===== config.mk =====
export PLATFORM = sky130hd
export DESIGN_NAME = mpa_cfg
export DESIGN_NICKNAME = d
export VERILOG_FILES = /design/src/rtl/mpa_pkg.sv /design/src/rtl/mpa_cfg.sv
export SDC_FILE = /design/constraint.sdc
export NUM_CORES = 1
export LEC_CHECK = 0
export BUFFER_PORTS_ARGS = -buffer_cell sky130_fd_sc_hd__clkbuf_2
export CORE_MARGIN = 2
export CORE_UTILIZATION = 35
export CTS_CLUSTER_SIZE = 16
export DETAILED_ROUTE_END_ITERATION = 8
export PLACE_DENSITY = 0.69
export SYNTH_ARGS = -nofsm -noshare
export SYNTH_HDL_FRONTEND = slang
export SYNTH_SLANG_ARGS = --single-unit

===== constraint.sdc =====
create_clock -name clk -period 1.83 [get_ports clk]
set_input_delay 0.0915 -clock clk [delete_from_list [all_inputs] [get_ports clk]]
set_output_delay 0.0915 -clock clk [all_outputs]
set_load 0.01 [all_outputs]

===== src/rtl/mpa_pkg.sv =====
// Shared types and constants of the max pooling block.
// No dependencies; the configuration, controller, datapath, top level and result interface import it.
package mpa_pkg;

    // Configuration port.
    localparam int CFG_INDEX_BITS = 3;
    localparam int CFG_DATA_BITS  = 11;

    localparam logic [CFG_INDEX_BITS-1:0] REG_WINDOW_SIZE   = 3'd0;
    localparam logic [CFG_INDEX_BITS-1:0] REG_STEP_SIZE     = 3'd1;
    localparam logic [CFG_INDEX_BITS-1:0] REG_FRAME_WIDTH   = 3'd2;
    localparam logic [CFG_INDEX_BITS-1:0] REG_FRAME_HEIGHT  = 3'd3;
    localparam logic [CFG_INDEX_BITS-1:0] REG_CHANNEL_COUNT = 3'd4;

    localparam int WINDOW_BITS  = 3;
    localparam int STEP_BITS    = 3;
    localparam int WIDTH_BITS   = 9;
    localparam int HEIGHT_BITS  = 9;
    localparam int CHAN_CNT_BITS = 11;

    localparam int RESET_WINDOW_SIZE   = 2;
    localparam int RESET_STEP_SIZE     = 2;
    localparam int RESET_FRAME_WIDTH   = 256;
    localparam int RESET_FRAME_HEIGHT  = 256;
    localparam int RESET_CHANNEL_COUNT = 1;

    localparam int MAX_CHANNELS = 1024;
    localparam int CHANNEL_BITS = 10;
    localparam int POS_BITS     = 8;

    // Commands from the controller to the datapath.
    typedef struct packed {
        logic accept;     // take the offered sample word
        logic scan_read;  // read the next window entry from the line store
        logic load_out;   // move the window result into the output register
    } dp_cmd_t;

    // Status from the datapath to the controller.
    typedef struct packed {
        logic window_hit; // the current position completes a window
        logic scan_last;  // the read issued now is the last of the window
        logic out_free;   // the output register can take a result this cycle
    } dp_status_t;

endpackage


===== src/rtl/mpa_cfg.sv =====
// Configuration registers of the max pooling block and their clamped values.
// Depends on mpa_pkg.
module mpa_cfg #(
    parameter int MAX_WINDOW = 4,
    parameter int MAX_WIDTH  = 256,
    parameter int MAX_HEIGHT = 256
) (
    input  logic                                clk,
    input  logic                                rst_n,
    input  logic                                write_enable,
    input  logic [mpa_pkg::CFG_INDEX_BITS-1:0]  reg_index,
    input  logic [mpa_pkg::CFG_DATA_BITS-1:0]   write_data,
    output logic [$clog2(MAX_WINDOW+1)-1:0]     window_k,
    output logic [mpa_pkg::STEP_BITS-1:0]       step,
    output logic [$clog2(MAX_WIDTH+1)-1:0]      width,
    output logic [$clog2(MAX_HEIGHT+1)-1:0]     height,
    output logic [mpa_pkg::CHAN_CNT_BITS-1:0]   channels,
    output logic                                restart,
    output logic [$clog2(MAX_WINDOW+1)-1:0]     restart_k
);
    import mpa_pkg::*;

    localparam int KW = $clog2(MAX_WINDOW + 1);
    localparam int WW = $clog2(MAX_WIDTH + 1);
    localparam int HW = $clog2(MAX_HEIGHT + 1);

    logic [WINDOW_BITS-1:0]   window_reg;
    logic [STEP_BITS-1:0]     step_reg;
    logic [WIDTH_BITS-1:0]    width_reg;
    logic [HEIGHT_BITS-1:0]   height_reg;
    logic [CHAN_CNT_BITS-1:0] channels_reg;

    // Zero acts as one, and anything above the maximum acts as the maximum.
    function automatic logic [31:0] clamp_range(input logic [31:0] v, input logic [31:0] hi);
        logic [31:0] r;
        if (v == 32'd0) begin
            r = 32'd1;
        end else if (v > hi) begin
            r = hi;
        end else begin
            r = v;
        end
        return r;
    endfunction

    always_ff @(posedge clk or negedge rst_n) begin
        if (!rst_n) begin
            window_reg   <= WINDOW_BITS'(RESET_WINDOW_SIZE);
            step_reg     <= STEP_BITS'(RESET_STEP_SIZE);
            width_reg    <= WIDTH_BITS'(RESET_FRAME_WIDTH);
            height_reg   <= HEIGHT_BITS'(RESET_FRAME_HEIGHT);
            channels_reg <= CHAN_CNT_BITS'(RESET_CHANNEL_COUNT);
        end else if (write_enable) begin
            case (reg_index)
                REG_WINDOW_SIZE:   window_reg   <= write_data[WINDOW_BITS-1:0];
                REG_STEP_SIZE:     step_reg     <= write_data[STEP_BITS-1:0];
                REG_FRAME_WIDTH:   width_reg    <= write_data[WIDTH_BITS-1:0];
                REG_FRAME_HEIGHT:  height_reg   <= write_data[HEIGHT_BITS-1:0];
                REG_CHANNEL_COUNT: channels_reg <= write_data[CHAN_CNT_BITS-1:0];
                default: ;
            endcase
        end
    end

    assign window_k = KW'(clamp_range(32'(window_reg), 32'(MAX_WINDOW)));
    assign step     = (step_reg == '0) ? STEP_BITS'(1) : step_reg;
    assign width    = WW'(clamp_range(32'(width_reg), 32'(MAX_WIDTH)));
    assign height   = HW'(clamp_range(32'(height_reg), 32'(MAX_HEIGHT)));
    assign channels = CHAN_CNT_BITS'(clamp_range(32'(channels_reg), 32'(MAX_CHANNELS)));

    // A write to any known register restarts the frame; the window size that
    // holds after the write is needed at the same edge.
    assign restart   = write_enable && (reg_index <= REG_CHANNEL_COUNT);
    assign restart_k = (reg_index == REG_WINDOW_SIZE)
                     ? KW'(clamp_range(32'(write_data[WINDOW_BITS-1:0]), 32'(MAX_WINDOW)))
                     : window_k;

endmodule


==> impl_metrics.env <==
export IMPL_outcome="finished, final reports clean"
export IMPL_path_max_fanout=13
export IMPL_areaGrowthSynthToFinish_pct=26.2
export IMPL_power_density_nw_per_um2=1120
export IMPL_cts_tree="yes"
export IMPL_drtIter0Drc=43
export IMPL_period_minus_slack_ns=1.58
export IMPL_avgSynthCellArea_um2=12.3
export IMPL_synth_fp_nets=154
export IMPL_grt_pass1_wl_um=5640
export IMPL_layout_common_cells="55 x clkbuf_2, 35 x mux2_2, 30 x dfrtp_1, 25 x nor2b_1, 7 x clkbuf_8"
export IMPL_seq_power_share_pct=46.6
export IMPL_use_met3_pct=5.62
export IMPL_core_um2=4690
export IMPL_drc=0
export IMPL_combPwrFrac_pct=28.1
export IMPL_r2r_start="channels_reg[10]$_DFFE_PN0P_"
export IMPL_cts_resized=0
export IMPL_required_ns=1.74
export IMPL_finalNetCount=212
export IMPL_ys_types=22
export IMPL_grt_max_degree=19
export IMPL_place_inst=241
export IMPL_clock_latency_ns=0.28
export IMPL_drive_gt1_share_pct=56.1
export IMPL_synthCells=137
export IMPL_cts_buffers=5
export IMPL_path_class="reg -> out"
export IMPL_finalWirelength_um=3420
export IMPL_cp_start_kind="flip-flop"
export IMPL_layout_setup_ws_ns=0.250
export IMPL_clock_power_share_pct=25.3
export IMPL_grt_pass1_vias=1148
export IMPL_hold_path_class="in -> reg"
export IMPL_hold_start="write_data[10]"
export IMPL_clk_pin_slew_ns=0.07
export IMPL_finalHoldViolCount=0
export IMPL_p_total_mw=2.38
export IMPL_timing_setup_tns_ns=0
export IMPL_mostFrequentLayoutCell="clkbuf_2"
export IMPL_largest_register_ffs=11
export IMPL_post_cts_buffers=0
export IMPL_die_w_um=73.4
export IMPL_netlist_area_um2=1690
export IMPL_skew_ns=0
export IMPL_routedWlPerCell_um=13.7
export IMPL_critPathCaptureType="primary output"
export IMPL_fin_area_um2=2130
export IMPL_final_cells=250
export IMPL_dp_hpwl_um=2670
export IMPL_dr_total_vias=1198
export IMPL_drt_pass1_iter_count=4
export IMPL_root_buffer="clkbuf_8"
export IMPL_grt_busiest_layer="met2"
export IMPL_tightest_slew_ns=0.444
export IMPL_grt_util_met2_pct=21.5
export IMPL_rsz0062_at_grt="no"
export IMPL_gp_congestion=0.785
export IMPL_cts_sinks=35
export IMPL_yosysSeqAreaShare_pct=52.3
export IMPL_ios=56
export IMPL_place_area_um2=2020
export IMPL_antenna_found_initial=0
export IMPL_utilization_pct=45.4
export IMPL_crit_start="channels_reg[10]$_DFFE_PN0P_"
export IMPL_switching_share_pct=30.1
export IMPL_grt_util_met1_pct=18.5
export IMPL_drv_cap=0
export IMPL_initial_core_util_pct=36.0
export IMPL_setup_violations=0
export IMPL_grt_overflow_total=0
export IMPL_ant_nets=0
export IMPL_p_sw_uw=718
export IMPL_diodes=0
export IMPL_arrival_ns=1.49
export IMPL_ys_seq_elements=35
export IMPL_vias_per_cell=4.79
export IMPL_dieArea_um2=5390
export IMPL_die_height_um=73.4
export IMPL_relSlewSlack_pct=70.4
export IMPL_peakVddDrop_uv=456
export IMPL_io_buffers=55
export IMPL_post_place_ws_ns=0.535
export IMPL_drv_slew=0
export IMPL_p_leak_nw=1.00
export IMPL_h_tree_depth=2
export IMPL_hold_slack_ns=0.0395
export IMPL_period_share_pct=86.4
export IMPL_intPower_mw=1.66
export IMPL_yosys_warnings=0
export IMPL_clockBufferDepth=2
export IMPL_track_usage_pct=14.2
export IMPL_max_freq_ghz=0.633
export IMPL_rows=25
==> area by class of cell <==
cell class | count | area [µm²]
Timing Repair Buffer | 60 | 315
Multi-Input combinational cell | 90 | 753
Fill cell | 450 | 2560
Tap cell | 54 | 67.6
Inverter | 3 | 11.3
Clock buffer | 8 | 100
Sequential cell | 35 | 882
==> logic make-up (layout without fill, tap and decap cells) <==
kind of cell / Yosys count / in the layout / share of synthesized area (%)
AND/OR/NAND/NOR: 45 / 45 / 17.9
flip-flops: 35 / 35 / 52.3
AO/OA/AOI/OAI: 9 / 9 / 2.82
multiplexers: 36 / 36 / 23.9
buffers and inverters: 12 / 71 / 3.11
==> critical path, stage by stage, from the launching register on <==
cell and delay (ns):
dfrtp_1 0.51, nor4_1 0.34, nand3_1 0.11, o21ai_0 0.09
clkbuf_2 0.16
==> synth_stat cells <==
master	instances	area (µm²)
o21ai_0	4	20.0
dfrtp_1	30	751
nor3_1	3	15.0
dfstp_2	5	131
nor4_1	4	25.0
nand2_1	3	11.3
nand4b_2	1	15.0
nor4b_4	1	23.8
nand3_1	1	5.00
mux2i_1	1	10.0
clkbuf_1	7	26.3
o21bai_1	1	7.51
and2_1	1	6.26
buf_4	2	15.0
nor2_1	3	11.3
inv_1	3	11.3
nor2b_1	25	156
mux2_2	35	394
and4bb_2	1	12.5
a21oi_1	4	20.0
nor4bb_1	1	10.0
nor3_2	1	10.0
==> timing repair <==
action                                  in CTS  in global routing
hold buffers                                 1                  0
endpoints found under the setup margin       0                  0
endpoints found under the hold margin       15                  0
==> final timing paths <==
| kind | end | slack (ns) | cells past startpoint |
|---|---|---|---|
| max | channels[0] | 0.25 | 4 |
| min | channels_reg[10]$_DFFE_PN0P_ | 0.04 | 2 |
| max reg2reg | channels_reg[10]$_DFFE_PN0P_ | 0.90 | 1 |
| min reg2reg | height_reg[0]$_DFFE_PN0P_ | 0.51 | 2 |
| max in group asynchronous | window_reg[1]$_DFFE_PN1P_ | 0.97 | 3 |
| min in group asynchronous | height_reg[4]$_DFFE_PN0P_ | 0.28 | 2 |
==> per-layer routing <==
layer,vias to the layer above,routed length (µm)
met5,-,0
met4,0,25
met3,2,217
met2,42,1550
met1,563,1630
li1,591,-
==> power by group through the flow <==
stage | clock network, mW | registers, mW | logic [mW]
floorplan | 0 | 1.07 | 0.442
global placement | 0 | 1.12 | 0.670
detailed placement | 0 | 1.13 | 0.680
CTS | 0.615 | 1.11 | 0.683
global route | 0.669 | 1.14 | 0.743
finish | 0.602 | 1.11 | 0.670
Power figures use the tool's default switching activity.
