`config.mk`:
```
export PLATFORM = sky130hd
export DESIGN_NAME = mpa_ctrl
export DESIGN_NICKNAME = d
export VERILOG_FILES = /design/src/rtl/mpa_pkg.sv /design/src/rtl/mpa_ctrl.sv
export SDC_FILE = /design/constraint.sdc
export NUM_CORES = 1
export LEC_CHECK = 0
export BUFFER_PORTS_ARGS = -buffer_cell sky130_fd_sc_hd__clkbuf_2
export CORE_AREA = 5 5 42 44
export DETAILED_ROUTE_END_ITERATION = 16
export DIE_AREA = 0 0 47 49
export GPL_TIMING_DRIVEN = 0
export SYNTH_ARGS = -nofsm -noshare
export SYNTH_HDL_FRONTEND = slang
export SYNTH_SLANG_ARGS = --single-unit
```
`constraint.sdc`:
```
create_clock -name clk -period 1.7 [get_ports clk]
set_clock_uncertainty 0.05 [all_clocks]
set_input_delay 0.17 -clock clk [delete_from_list [all_inputs] [get_ports clk]]
set_output_delay 0.17 -clock clk [all_outputs]
set_load 0.02 [all_outputs]
```
`src/rtl/mpa_pkg.sv`:
```
// Shared types and constants of the max pooling block.
// No dependencies; the configuration, controller, datapath, top level and result interface import it.
package mpa_pkg;

    // Configuration port.
    localparam int CFG_INDEX_BITS = 3;
    localparam int CFG_DATA_BITS  = 11;

    localparam logic [CFG_INDEX_BITS-1:0] REG_WINDOW_SIZE   = 3'd0;
    localparam logic [CFG_INDEX_BITS-1:0] REG_STEP_SIZE     = 3'd1;
    localparam logic [CFG_INDEX_BITS-1:0] REG_FRAME_WIDTH   = 3'd2;
    localparam logic [CFG_INDEX_BITS-1:0] REG_FRAME_HEIGHT  = 3'd3;
    localparam logic [CFG_INDEX_BITS-1:0] REG_CHANNEL_COUNT = 3'd4;

    localparam int WINDOW_BITS  = 3;
    localparam int STEP_BITS    = 3;
    localparam int WIDTH_BITS   = 9;
    localparam int HEIGHT_BITS  = 9;
    localparam int CHAN_CNT_BITS = 11;

    localparam int RESET_WINDOW_SIZE   = 2;
    localparam int RESET_STEP_SIZE     = 2;
    localparam int RESET_FRAME_WIDTH   = 256;
    localparam int RESET_FRAME_HEIGHT  = 256;
    localparam int RESET_CHANNEL_COUNT = 1;

    localparam int MAX_CHANNELS = 1024;
    localparam int CHANNEL_BITS = 10;
    localparam int POS_BITS     = 8;

    // Commands from the controller to the datapath.
    typedef struct packed {
        logic accept;     // take the offered sample word
        logic scan_read;  // read the next window entry from the line store
        logic load_out;   // move the window result into the output register
    } dp_cmd_t;

    // Status from the datapath to the controller.
    typedef struct packed {
        logic window_hit; // the current position completes a window
        logic scan_last;  // the read issued now is the last of the window
        logic out_free;   // the output register can take a result this cycle
    } dp_status_t;

endpackage

```
`src/rtl/mpa_ctrl.sv`:
```
// Controller of the max pooling block: sequences sample intake, window scan
// and result hand-off. Depends on mpa_pkg.
module mpa_ctrl (
    input  logic                clk,
    input  logic                rst_n,
    input  logic                in_valid,
    output logic                in_ready,
    input  mpa_pkg::dp_status_t status,
    output mpa_pkg::dp_cmd_t    cmd
);
    import mpa_pkg::*;

    localparam logic [1:0] ST_IDLE   = 2'd0;
    localparam logic [1:0] ST_SCAN   = 2'd1;
    localparam logic [1:0] ST_FINISH = 2'd2;
    localparam logic [1:0] ST_EMIT   = 2'd3;

    logic [1:0] state_reg;
    logic [1:0] state_next;

    always_comb begin
        state_next    = state_reg;
        in_ready      = 1'b0;
        cmd.accept    = 1'b0;
        cmd.scan_read = 1'b0;
        cmd.load_out  = 1'b0;
        case (state_reg)
            ST_IDLE: begin
                in_ready   = 1'b1;
                cmd.accept = in_valid;
                if (in_valid && status.window_hit) begin
                    state_next = ST_SCAN;
                end
            end
            ST_SCAN: begin
                cmd.scan_read = 1'b1;
                if (status.scan_last) begin
                    state_next = ST_FINISH;
                end
            end
            // The last entry read is compared in this cycle.
            ST_FINISH: begin
                state_next = ST_EMIT;
            end
            ST_EMIT: begin
                if (status.out_free) begin
                    cmd.load_out = 1'b1;
                    state_next   = ST_IDLE;
                end
            end
            default: begin
                state_next = ST_IDLE;
            end
        endcase
    end

    always_ff @(posedge clk or negedge rst_n) begin
        if (!rst_n) begin
            state_reg <= ST_IDLE;
        end else begin
            state_reg <= state_next;
        end
    end

endmodule

```
==> summary.md, run 1 <==
| Metric | Value |
|---|---|
| # diodes | 0 |
| Ys Warns | 0 |
| Clock power frac | 0.213 |
| Initial core utilization | 0.129 |
| Clk Latency, worst-skew pair | 0.22 ns |
| Seq pwr share | 0.199 |
| Slowest stage cell, crit path | a222oi_1 |
| Worst-path clk slew | 0.03 ns |
| HP Class | in2async |
| Tcrit/Tclk final | 0.929 |
| Placer congestion estimate | 0.574 |
| Post-CTS resize count | 0 |
| Setup CP Type | reg2reg |
| Final hold violation count | 0 |
| Library cells used by synthesis | 10 |
| Pwr dens | 1730 nW/µm² |
| Hold Slack | 0.218 ns |
| Clk sink count | 2 |
| Status | completed |
| Total GRT Usage | 0.0415 |
| Maximum VDD drop | 295 µV |
| GR Overflow Total | 0 |
| Area Overhead vs Synth | 58.3% |
| Slew @ Worst Pin | 0.409 ns |
| FF+latch area | 50.0 µm² |
| R2R Setup Slk | 0.12 ns |
| Syn nets | 29 |
| Nets@finish | 45 |
| Gate power share | 0.589 |
| CP arrival | 1.63 ns |
| Row count | 14 |
| Final setup violation count | 0 |
| Most frequent cells in the layout | clkbuf_2 (9), ha_1 (5), inv_1 (4), clkbuf_4 (3), dfrtp_1 (2) |
| CP endpoint kind | register |
| Area occupied by multi-input gates | 115 µm² |
| Pint | 287 µW |
| Gate Count Post-Synth | 18 |
| Top fanout value on the critical path | 3 |
| CP Cell Sequence | ha_1, a222oi_1, mux2_1 |
| Routed Antenna Nets | 0 |
| First-pass DRT Iterations | 4 |
| Max reg flops | 2 |
| Global-route wire length before repair | 621 µm |
| Worst setup SP type | register |
| Die Y-Extent | 49 µm |
| # IOs | 10 |
| Cell family with most CP delay | compound AO/OA/AOI/OAI gates |
| Relative slew slack | 0.727 |
| CP peak stage delay | 0.44 ns |
| Leak pwr | 0.000168 µW |
| Post-route setup TNS | 0 ns |
| Sequential-to-total area share from yosys stat | 0.278 |
| Sw Ratio | 0.417 |
| Clock Path Buffers | 2 |
| GR Layer Usage met2 | 0.0520 |
| Routed WL | 379 µm |
| Port bufs | 9 |
| H-tree Lvls | 1 |
| Iteration-0 DRC Markers | 3 |
| Met1 Usage GRT | 0.0396 |
| GRT met3 Usage | 0.0221 |
| CTS root buf | clkbuf_4 |
| CP bufs+invs | 0 |
| Commonest non-fill, non-tap cell in the layout | clkbuf_2 |
| Die X | 47 µm |
| Share of layout cells above drive strength 1 | 0.438 |
| Gr busiest metal | met4 |
| Post-Syn Area | 180 µm² |
| Largest net degree at the start of global routing | 5 |
| Psw | 205 µW |
| Via/cell ratio | 3.40 |
| Filler cells | 165 |
| Core footprint | 1400 µm² |
| Req. time, crit path | 1.75 ns |
| Achievable Freq | 633 MHz |
| Avg Cell Area, Syn | 10.0 µm² |
| # DRC | 0 |
| Maxcap violations | 0 |
| Hpwl dp | 308 µm |
| Vias in the first global route | 167 |
| Final Slew Violations | 0 |
| CTS tree | built |
| DR WL/cell | 7.90 µm |
| Post-layout minimum cycle time | 1.58 ns |
| Antenna violations before repair | 0 |
| Total die area | 2300 µm² |
| Vias | 163 |
| Num CTS Buffers | 3 |
| Yosys reg bits | 2 |
==> kinds of logic (layout without fill, tap and decap cells) <==
logic type,after synthesis,after routing,synth area share
adder cells (fa/ha/maj),5,5,0.347
AND/OR/NAND/NOR,4,4,0.118
buffers and inverters,4,18,0.0833
multiplexers,2,2,0.118
flip-flops,2,2,0.278
AO/OA/AOI/OAI,1,1,0.0556
==> worst register-to-register path, delay by kind of cell (launching register included) <==
kind                       cells  cell delay, ns
adders and majority gates      1            0.21
AOI/OAI and AO/OA              1            0.44
muxes                          1            0.36
DFF                            1            0.39
==> area by class of cell <==
class / count / share of cell area
inverter: 4 / 0.0526
timing repair buffer: 11 / 0.219
sequential: 2 / 0.175
multi-input combinational: 12 / 0.404
clock buffer: 3 / 0.0789
tap: 16 / 0.0702
==> cells in the mapped netlist (all sizes together) <==
| cell type | instances | area [µm²] |
|---|---|---|
| a222oi | 1 | 10.0 |
| and2 | 2 | 13.8 |
| dfrtp | 2 | 50.1 |
| ha | 5 | 62.6 |
| inv | 4 | 15.0 |
| mux2 | 1 | 11.3 |
| mux2i | 1 | 10.0 |
| nand2 | 1 | 3.75 |
| nor2 | 1 | 3.75 |
==> per-stage QoR <==
| step | area (µm²) | power [µW] | util | std cells | setup slack (ns) |
|---|---|---|---|---|---|
| floorplan | 180 | 301 | - | 18 | 0.0670 |
| global placement | 245 | 365 | 0.175 | 43 | 0.0630 |
| detailed placement | 245 | 374 | 0.175 | 43 | 0.0309 |
| CTS | 278 | 487 | 0.198 | 47 | 0.0248 |
| global route | 285 | 553 | 0.204 | 48 | -0.00711 |
| finish | 285 | 493 | 0.204 | 48 | 0.121 |
==> metal layers <==
metal,wire (µm),share of wire
met1,140,0.37
met4,0,0
met3,66,0.17
met5,0,0
met2,171,0.45
==> power groups by stage <==
stage | clock network [µW] | logic (µW) | registers (µW)
after global placement | 0 | 266 | 98.8
after CTS | 112 | 277 | 98.3
after global routing | 112 | 340 | 102
final | 105 | 290 | 97.9
after detailed placement | 0 | 275 | 99.0
after floorplan | 0 | 207 | 93.8
==> repair_timing <==
action	4_1_cts	5_1_grt
hold endpoints to repair	2	0
hold buffers	1	0
setup buffers	0	1
setup endpoints to repair	0	1
==> final timing paths <==
check | start | to | cells past startpoint
max in group asynchronous | rst_n | state_reg[1] | 2
hold reg to reg | state_reg[1] | state_reg[1] | 1
min in group clk | status[1] | state_reg[1] | 4
hold / removal | rst_n | state_reg[0] | 2
setup reg to reg | state_reg[0] | state_reg[1] | 3
setup / recovery | state_reg[0] | state_reg[1] | 3
(Power assumes the default switching activity.)
==> run 2, diff against run 1 <==
--- a/config.mk
+++ b/config.mk
@@ -6,10 +6,13 @@
 export NUM_CORES = 1
 export LEC_CHECK = 0
 export BUFFER_PORTS_ARGS = -buffer_cell sky130_fd_sc_hd__clkbuf_2
+export CELL_PAD_IN_SITES_DETAIL_PLACEMENT = 1
+export CELL_PAD_IN_SITES_GLOBAL_PLACEMENT = 1
 export CORE_AREA = 5 5 42 44
 export DETAILED_ROUTE_END_ITERATION = 16
 export DIE_AREA = 0 0 47 49
 export GPL_TIMING_DRIVEN = 0
+export PLACE_DENSITY_LB_ADDON = 0.1
 export SYNTH_ARGS = -nofsm -noshare
 export SYNTH_HDL_FRONTEND = slang
 export SYNTH_SLANG_ARGS = --single-unit
==> summary.md, run 2 (same netlist as run 1, synthesis figures left out) <==
| Metric | Value |
|---|---|
| Status | completed |
| Top fanout value on the critical path | 4 |
| Leak pwr | 0.000167 µW |
| Largest net degree at the start of global routing | 5 |
| Post-route setup TNS | 0 ns |
| FF-to-FF path depth | 5 |
| H-tree Lvls | 1 |
| Placed Cells | 43 |
| Critical Path Source | state_reg[1] |
| # diodes | 0 |
| Port bufs | 9 |
| Slew @ Worst Pin | 0.269 ns |
| Maxcap violations | 0 |
| Commonest non-fill, non-tap cell in the layout | clkbuf_2 |
| Routed Antenna Nets | 0 |
| HP Class | in2async |
| Clk sink count | 2 |
| Layout Utilization | 0.204 |
| Hpwl dp | 364 µm |
| Worst setup SP type | register |
| Design Area, Final | 285 µm² |
| Area Overhead vs Synth | 58.3% |
| Routed WL | 450 µm |
| CP endpoint kind | register |
| Total die area | 2300 µm² |
| GR Overflow Total | 0 |
| Row count | 14 |
| R2r endpoint | state_reg[1] |
| # IOs | 10 |
| Final Slew Violations | 0 |
| Core footprint | 1400 µm² |
| Initial core utilization | 0.129 |
| Clk Latency, worst-skew pair | 0.23 ns |
| Filler cells | 175 |
| Nets@finish | 45 |
| Achievable Freq | 616 MHz |
| Worst-path clk slew | 0.03 ns |
| Relative slew slack | 0.821 |
| Global-route wire length before repair | 731 µm |
| First-pass DRT Iterations | 4 |
| Worst R2R Start | state_reg[1] |
| Area occupied by multi-input gates | 115 µm² |
| Die Y-Extent | 49 µm |
| Share of layout cells above drive strength 1 | 0.469 |
| Final hold violation count | 0 |
| Critical Path End | state_reg[1] |
| CTS root buf | clkbuf_4 |
| R2R Setup Slk | 0.08 ns |
| Total GRT Usage | 0.0486 |
| Post-layout minimum cycle time | 1.62 ns |
| # DRC | 0 |
| Maximum VDD drop | 408 µV |
| Placement Cell Area | 245 µm² |
| FF+latch area | 50.0 µm² |
| DR WL/cell | 9.38 µm |
| Setup CP Type | reg2reg |
| Placer congestion estimate | 0.650 |
| Vias | 172 |
| Max reg flops | 2 |
| Req. time, crit path | 1.75 ns |
| CTS tree | built |
| Most frequent cells in the layout | clkbuf_2 (9), ha_1 (5), inv_1 (3), clkbuf_4 (3), dfrtp_1 (2) |
| Num CTS Buffers | 3 |
| Tcrit/Tclk final | 0.955 |
| Die X | 47 µm |
| Iteration-0 DRC Markers | 4 |
| CP arrival | 1.68 ns |
| Via/cell ratio | 3.58 |
| Clock Path Buffers | 2 |
| Vias in the first global route | 177 |
| Layout Cells excl Fill | 48 |
| Pwr dens | 1790 nW/µm² |
| Final setup violation count | 0 |
| Antenna violations before repair | 0 |
run 2: cell counts in the layout (fill, tap and decap cells not counted):
Identical to the previous run, type by type.
run 2: cell type report:
cell class / instances / share of cell area
inverters: 4 / 0.0526
multi-input cells: 12 / 0.404
flip-flops and latches: 2 / 0.175
well taps: 16 / 0.0702
repair buffers: 11 / 0.219
clock buffers: 3 / 0.0789
run 2: power by group:
group	internal, µW	total, µW	switching (µW)	leakage, µW
clock	78.2	109	31.2	0.0000138
sequential	75.7	102	26.6	0.0000235
combinational	137	298	161	0.000130
total	291	510	219	0.000167
run 2: what timing repair did:
item,in CTS,in global routing
setup buffers,0,1
setup endpoints to repair,1,1
gates cloned,0,0
endpoints found under the hold margin,2,0
pin swaps,1,1
hold buffers,1,0
resized for setup,0,1
run 2: routing by layer:
layer	up-vias	share of wire	GRT usage
li1	85	-	-
met1	75	0.38	0.0484
met2	10	0.43	0.0588
met3	2	0.16	0.0332
met4	0	0.036	0.0553
met5	-	0	0
run 2: worst min path at each step:
stage	start	endpoint	slack, ns
floorplan	rst_n	state_reg[0]	-0.18
global placement	rst_n	state_reg[0]	-0.09
detailed placement	rst_n	state_reg[1]	-0.09
CTS	rst_n	state_reg[0]	0.21
global route	rst_n	state_reg[0]	0.20
finish	rst_n	state_reg[0]	0.20
run 2: worst max-delay path: stages, from the launching register on:
cell and delay [ns]:
dfrtp_1 0.40, inv_2 0.07, ha_1 0.19, a222oi_1 0.30
buf_4 0.18, mux2_1 0.31
run 2: through the flow:
stage / total power, µW / hold slack [ns] / worst slack [ns]
2_1_floorplan: 301 / -0.176 / 0.0670
3_3_place_gp: 385 / -0.0950 / -0.0146
3_5_place_dp: 387 / -0.0928 / 0.000397
4_1_cts: 504 / 0.207 / 0.0160
5_1_grt: 568 / 0.200 / -0.0305
6_report: 510 / 0.203 / 0.0758
==> run 3, diff against run 2 <==
--- a/config.mk
+++ b/config.mk
@@ -13,6 +13,7 @@
 export DIE_AREA = 0 0 47 49
 export GPL_TIMING_DRIVEN = 0
 export PLACE_DENSITY_LB_ADDON = 0.1
+export RECOVER_POWER = 50
 export SYNTH_ARGS = -nofsm -noshare
 export SYNTH_HDL_FRONTEND = slang
 export SYNTH_SLANG_ARGS = --single-unit
==> summary.md, run 3 (same netlist as run 1, synthesis figures left out) <==
| Metric | Value |
|---|---|
| Hpwl dp | 364 µm |
| Final setup violation count | 0 |
| Final hold violation count | 0 |
| Most frequent cells in the layout | clkbuf_2 (7), ha_1 (5), inv_1 (3), clkbuf_4 (3) |
| Post-layout minimum cycle time | 1.62 ns |
| Nets@finish | 45 |
| GR Overflow Total | 0 |
| Slew @ Worst Pin | 0.269 ns |
| Pint | 287 µW |
| Pwr dens | 1790 nW/µm² |
| Share of layout cells above drive strength 1 | 0.406 |
| Total GRT Usage | 0.0486 |
| Worst-path clk slew | 0.03 ns |
| Die X | 47 µm |
| Routed WL | 454 µm |
| DR WL/cell | 9.46 µm |
| CTS tree | built |
| Design Area, Final | 283 µm² |
| Psw | 219 µW |
| Gate power share | 0.582 |
| Largest net degree at the start of global routing | 5 |
| CP bufs+invs | 2 |
| Vias | 172 |
| Hold Slack | 0.200 ns |
| Seq pwr share | 0.202 |
| Critical Path Source | state_reg[1] |
| First-pass DRT Iterations | 4 |
| Global-route wire length before repair | 731 µm |
| Final Slew Violations | 0 |
| Max reg flops | 2 |
| Clock power frac | 0.216 |
| Cell family with most CP delay | flip-flops |
| Relative slew slack | 0.821 |
| # DRC | 0 |
| Slowest stage cell, crit path | dfrtp_1 |
| Worst R2R Start | state_reg[1] |
| Area Overhead vs Synth | 56.9% |
| Clk Latency, worst-skew pair | 0.23 ns |
| CTS root buf | clkbuf_4 |
| CP peak stage delay | 0.40 ns |
| # diodes | 0 |
| Placer congestion estimate | 0.650 |
| Routed Antenna Nets | 0 |
| Clk sink count | 2 |
| Placement Cell Area | 245 µm² |
| Top fanout value on the critical path | 4 |
| Filler cells | 173 |
| Status | completed |
| Clock Path Buffers | 2 |
| Vias in the first global route | 177 |
| Area occupied by multi-input gates | 115 µm² |
| Port bufs | 9 |
| Antenna violations before repair | 0 |
| Worst setup SP type | register |
| CP arrival | 1.67 ns |
| Total die area | 2300 µm² |
| FF+latch area | 50.0 µm² |
| Row count | 14 |
| Commonest non-fill, non-tap cell in the layout | clkbuf_2 |
| Req. time, crit path | 1.75 ns |
| Num CTS Buffers | 3 |
| HP Class | in2async |
| # IOs | 10 |
| Iteration-0 DRC Markers | 4 |
| Tcrit/Tclk final | 0.955 |
| Core footprint | 1400 µm² |
| Via/cell ratio | 3.58 |
| Setup CP Type | reg2reg |
| Sw Ratio | 0.432 |
| CP endpoint kind | register |
| H-tree Lvls | 1 |
| Die Y-Extent | 49 µm |
| Initial core utilization | 0.129 |
| Achievable Freq | 616 MHz |
| Maximum VDD drop | 385 µV |
| Maxcap violations | 0 |
| Leak pwr | 0.000161 µW |
| CP Cell Sequence | inv_2, ha_1, a222oi_1, buf_4, mux2_1 |
run 3: cell types whose count changed in the layout (fill, tap and decap cells not counted):
cell | previous run | this run
clkbuf_1 | 0 | 2
clkbuf_2 | 9 | 7
run 3: final timing paths:
path                       depth (start not counted)            to  slack [ns]
min reg2reg                                        1  state_reg[1]        0.54
max in group asynchronous                          2  state_reg[1]        1.27
max                                                5  state_reg[1]        0.08
min                                                2  state_reg[0]        0.20
min in group clk                                   5  state_reg[0]        0.38
max reg2reg                                        5  state_reg[1]        0.08
run 3: final cells by class:
| type | count | share of cell area |
|---|---|---|
| clock buffer | 3 | 0.0796 |
| inverter | 4 | 0.0531 |
| multi-input combinational | 12 | 0.407 |
| sequential | 2 | 0.177 |
| tap | 16 | 0.0708 |
| timing repair buffer | 11 | 0.212 |
run 3: repair_timing:
item	CTS	global route
gates resized for setup	0	1
setup buffers	0	1
hold buffers	1	0
pin swaps	1	1
endpoints found under the setup margin	1	1
hold endpoints to repair	2	0
run 3: power groups by stage:
stage / logic (µW) / registers (µW) / clock network, µW
6_report: 295 / 102 / 109
5_1_grt: 333 / 107 / 126
4_1_cts: 287 / 101 / 116
3_5_place_dp: 285 / 102 / 0
3_3_place_gp: 281 / 104 / 0
2_1_floorplan: 207 / 93.8 / 0
run 3: per-stage QoR:
step,power [µW],instances,TNS [ns],setup slack [ns],utilization
3_5_place_dp,387,43,0,0.000397,0.175
4_1_cts,504,47,0,0.0160,0.198
3_3_place_gp,385,43,-0.0146,-0.0146,0.175
5_1_grt,567,48,-0.0295,-0.0295,0.202
2_1_floorplan,301,18,0,0.0670,-
6_report,506,48,0,0.0760,0.202
run 3: routing by layer:
layer	vias up	share of wire	global-route usage
met5	-	0	0
met4	0	0.035	0.0553
met3	2	0.13	0.0332
met2	10	0.43	0.0588
met1	75	0.41	0.0484
li1	85	-	-
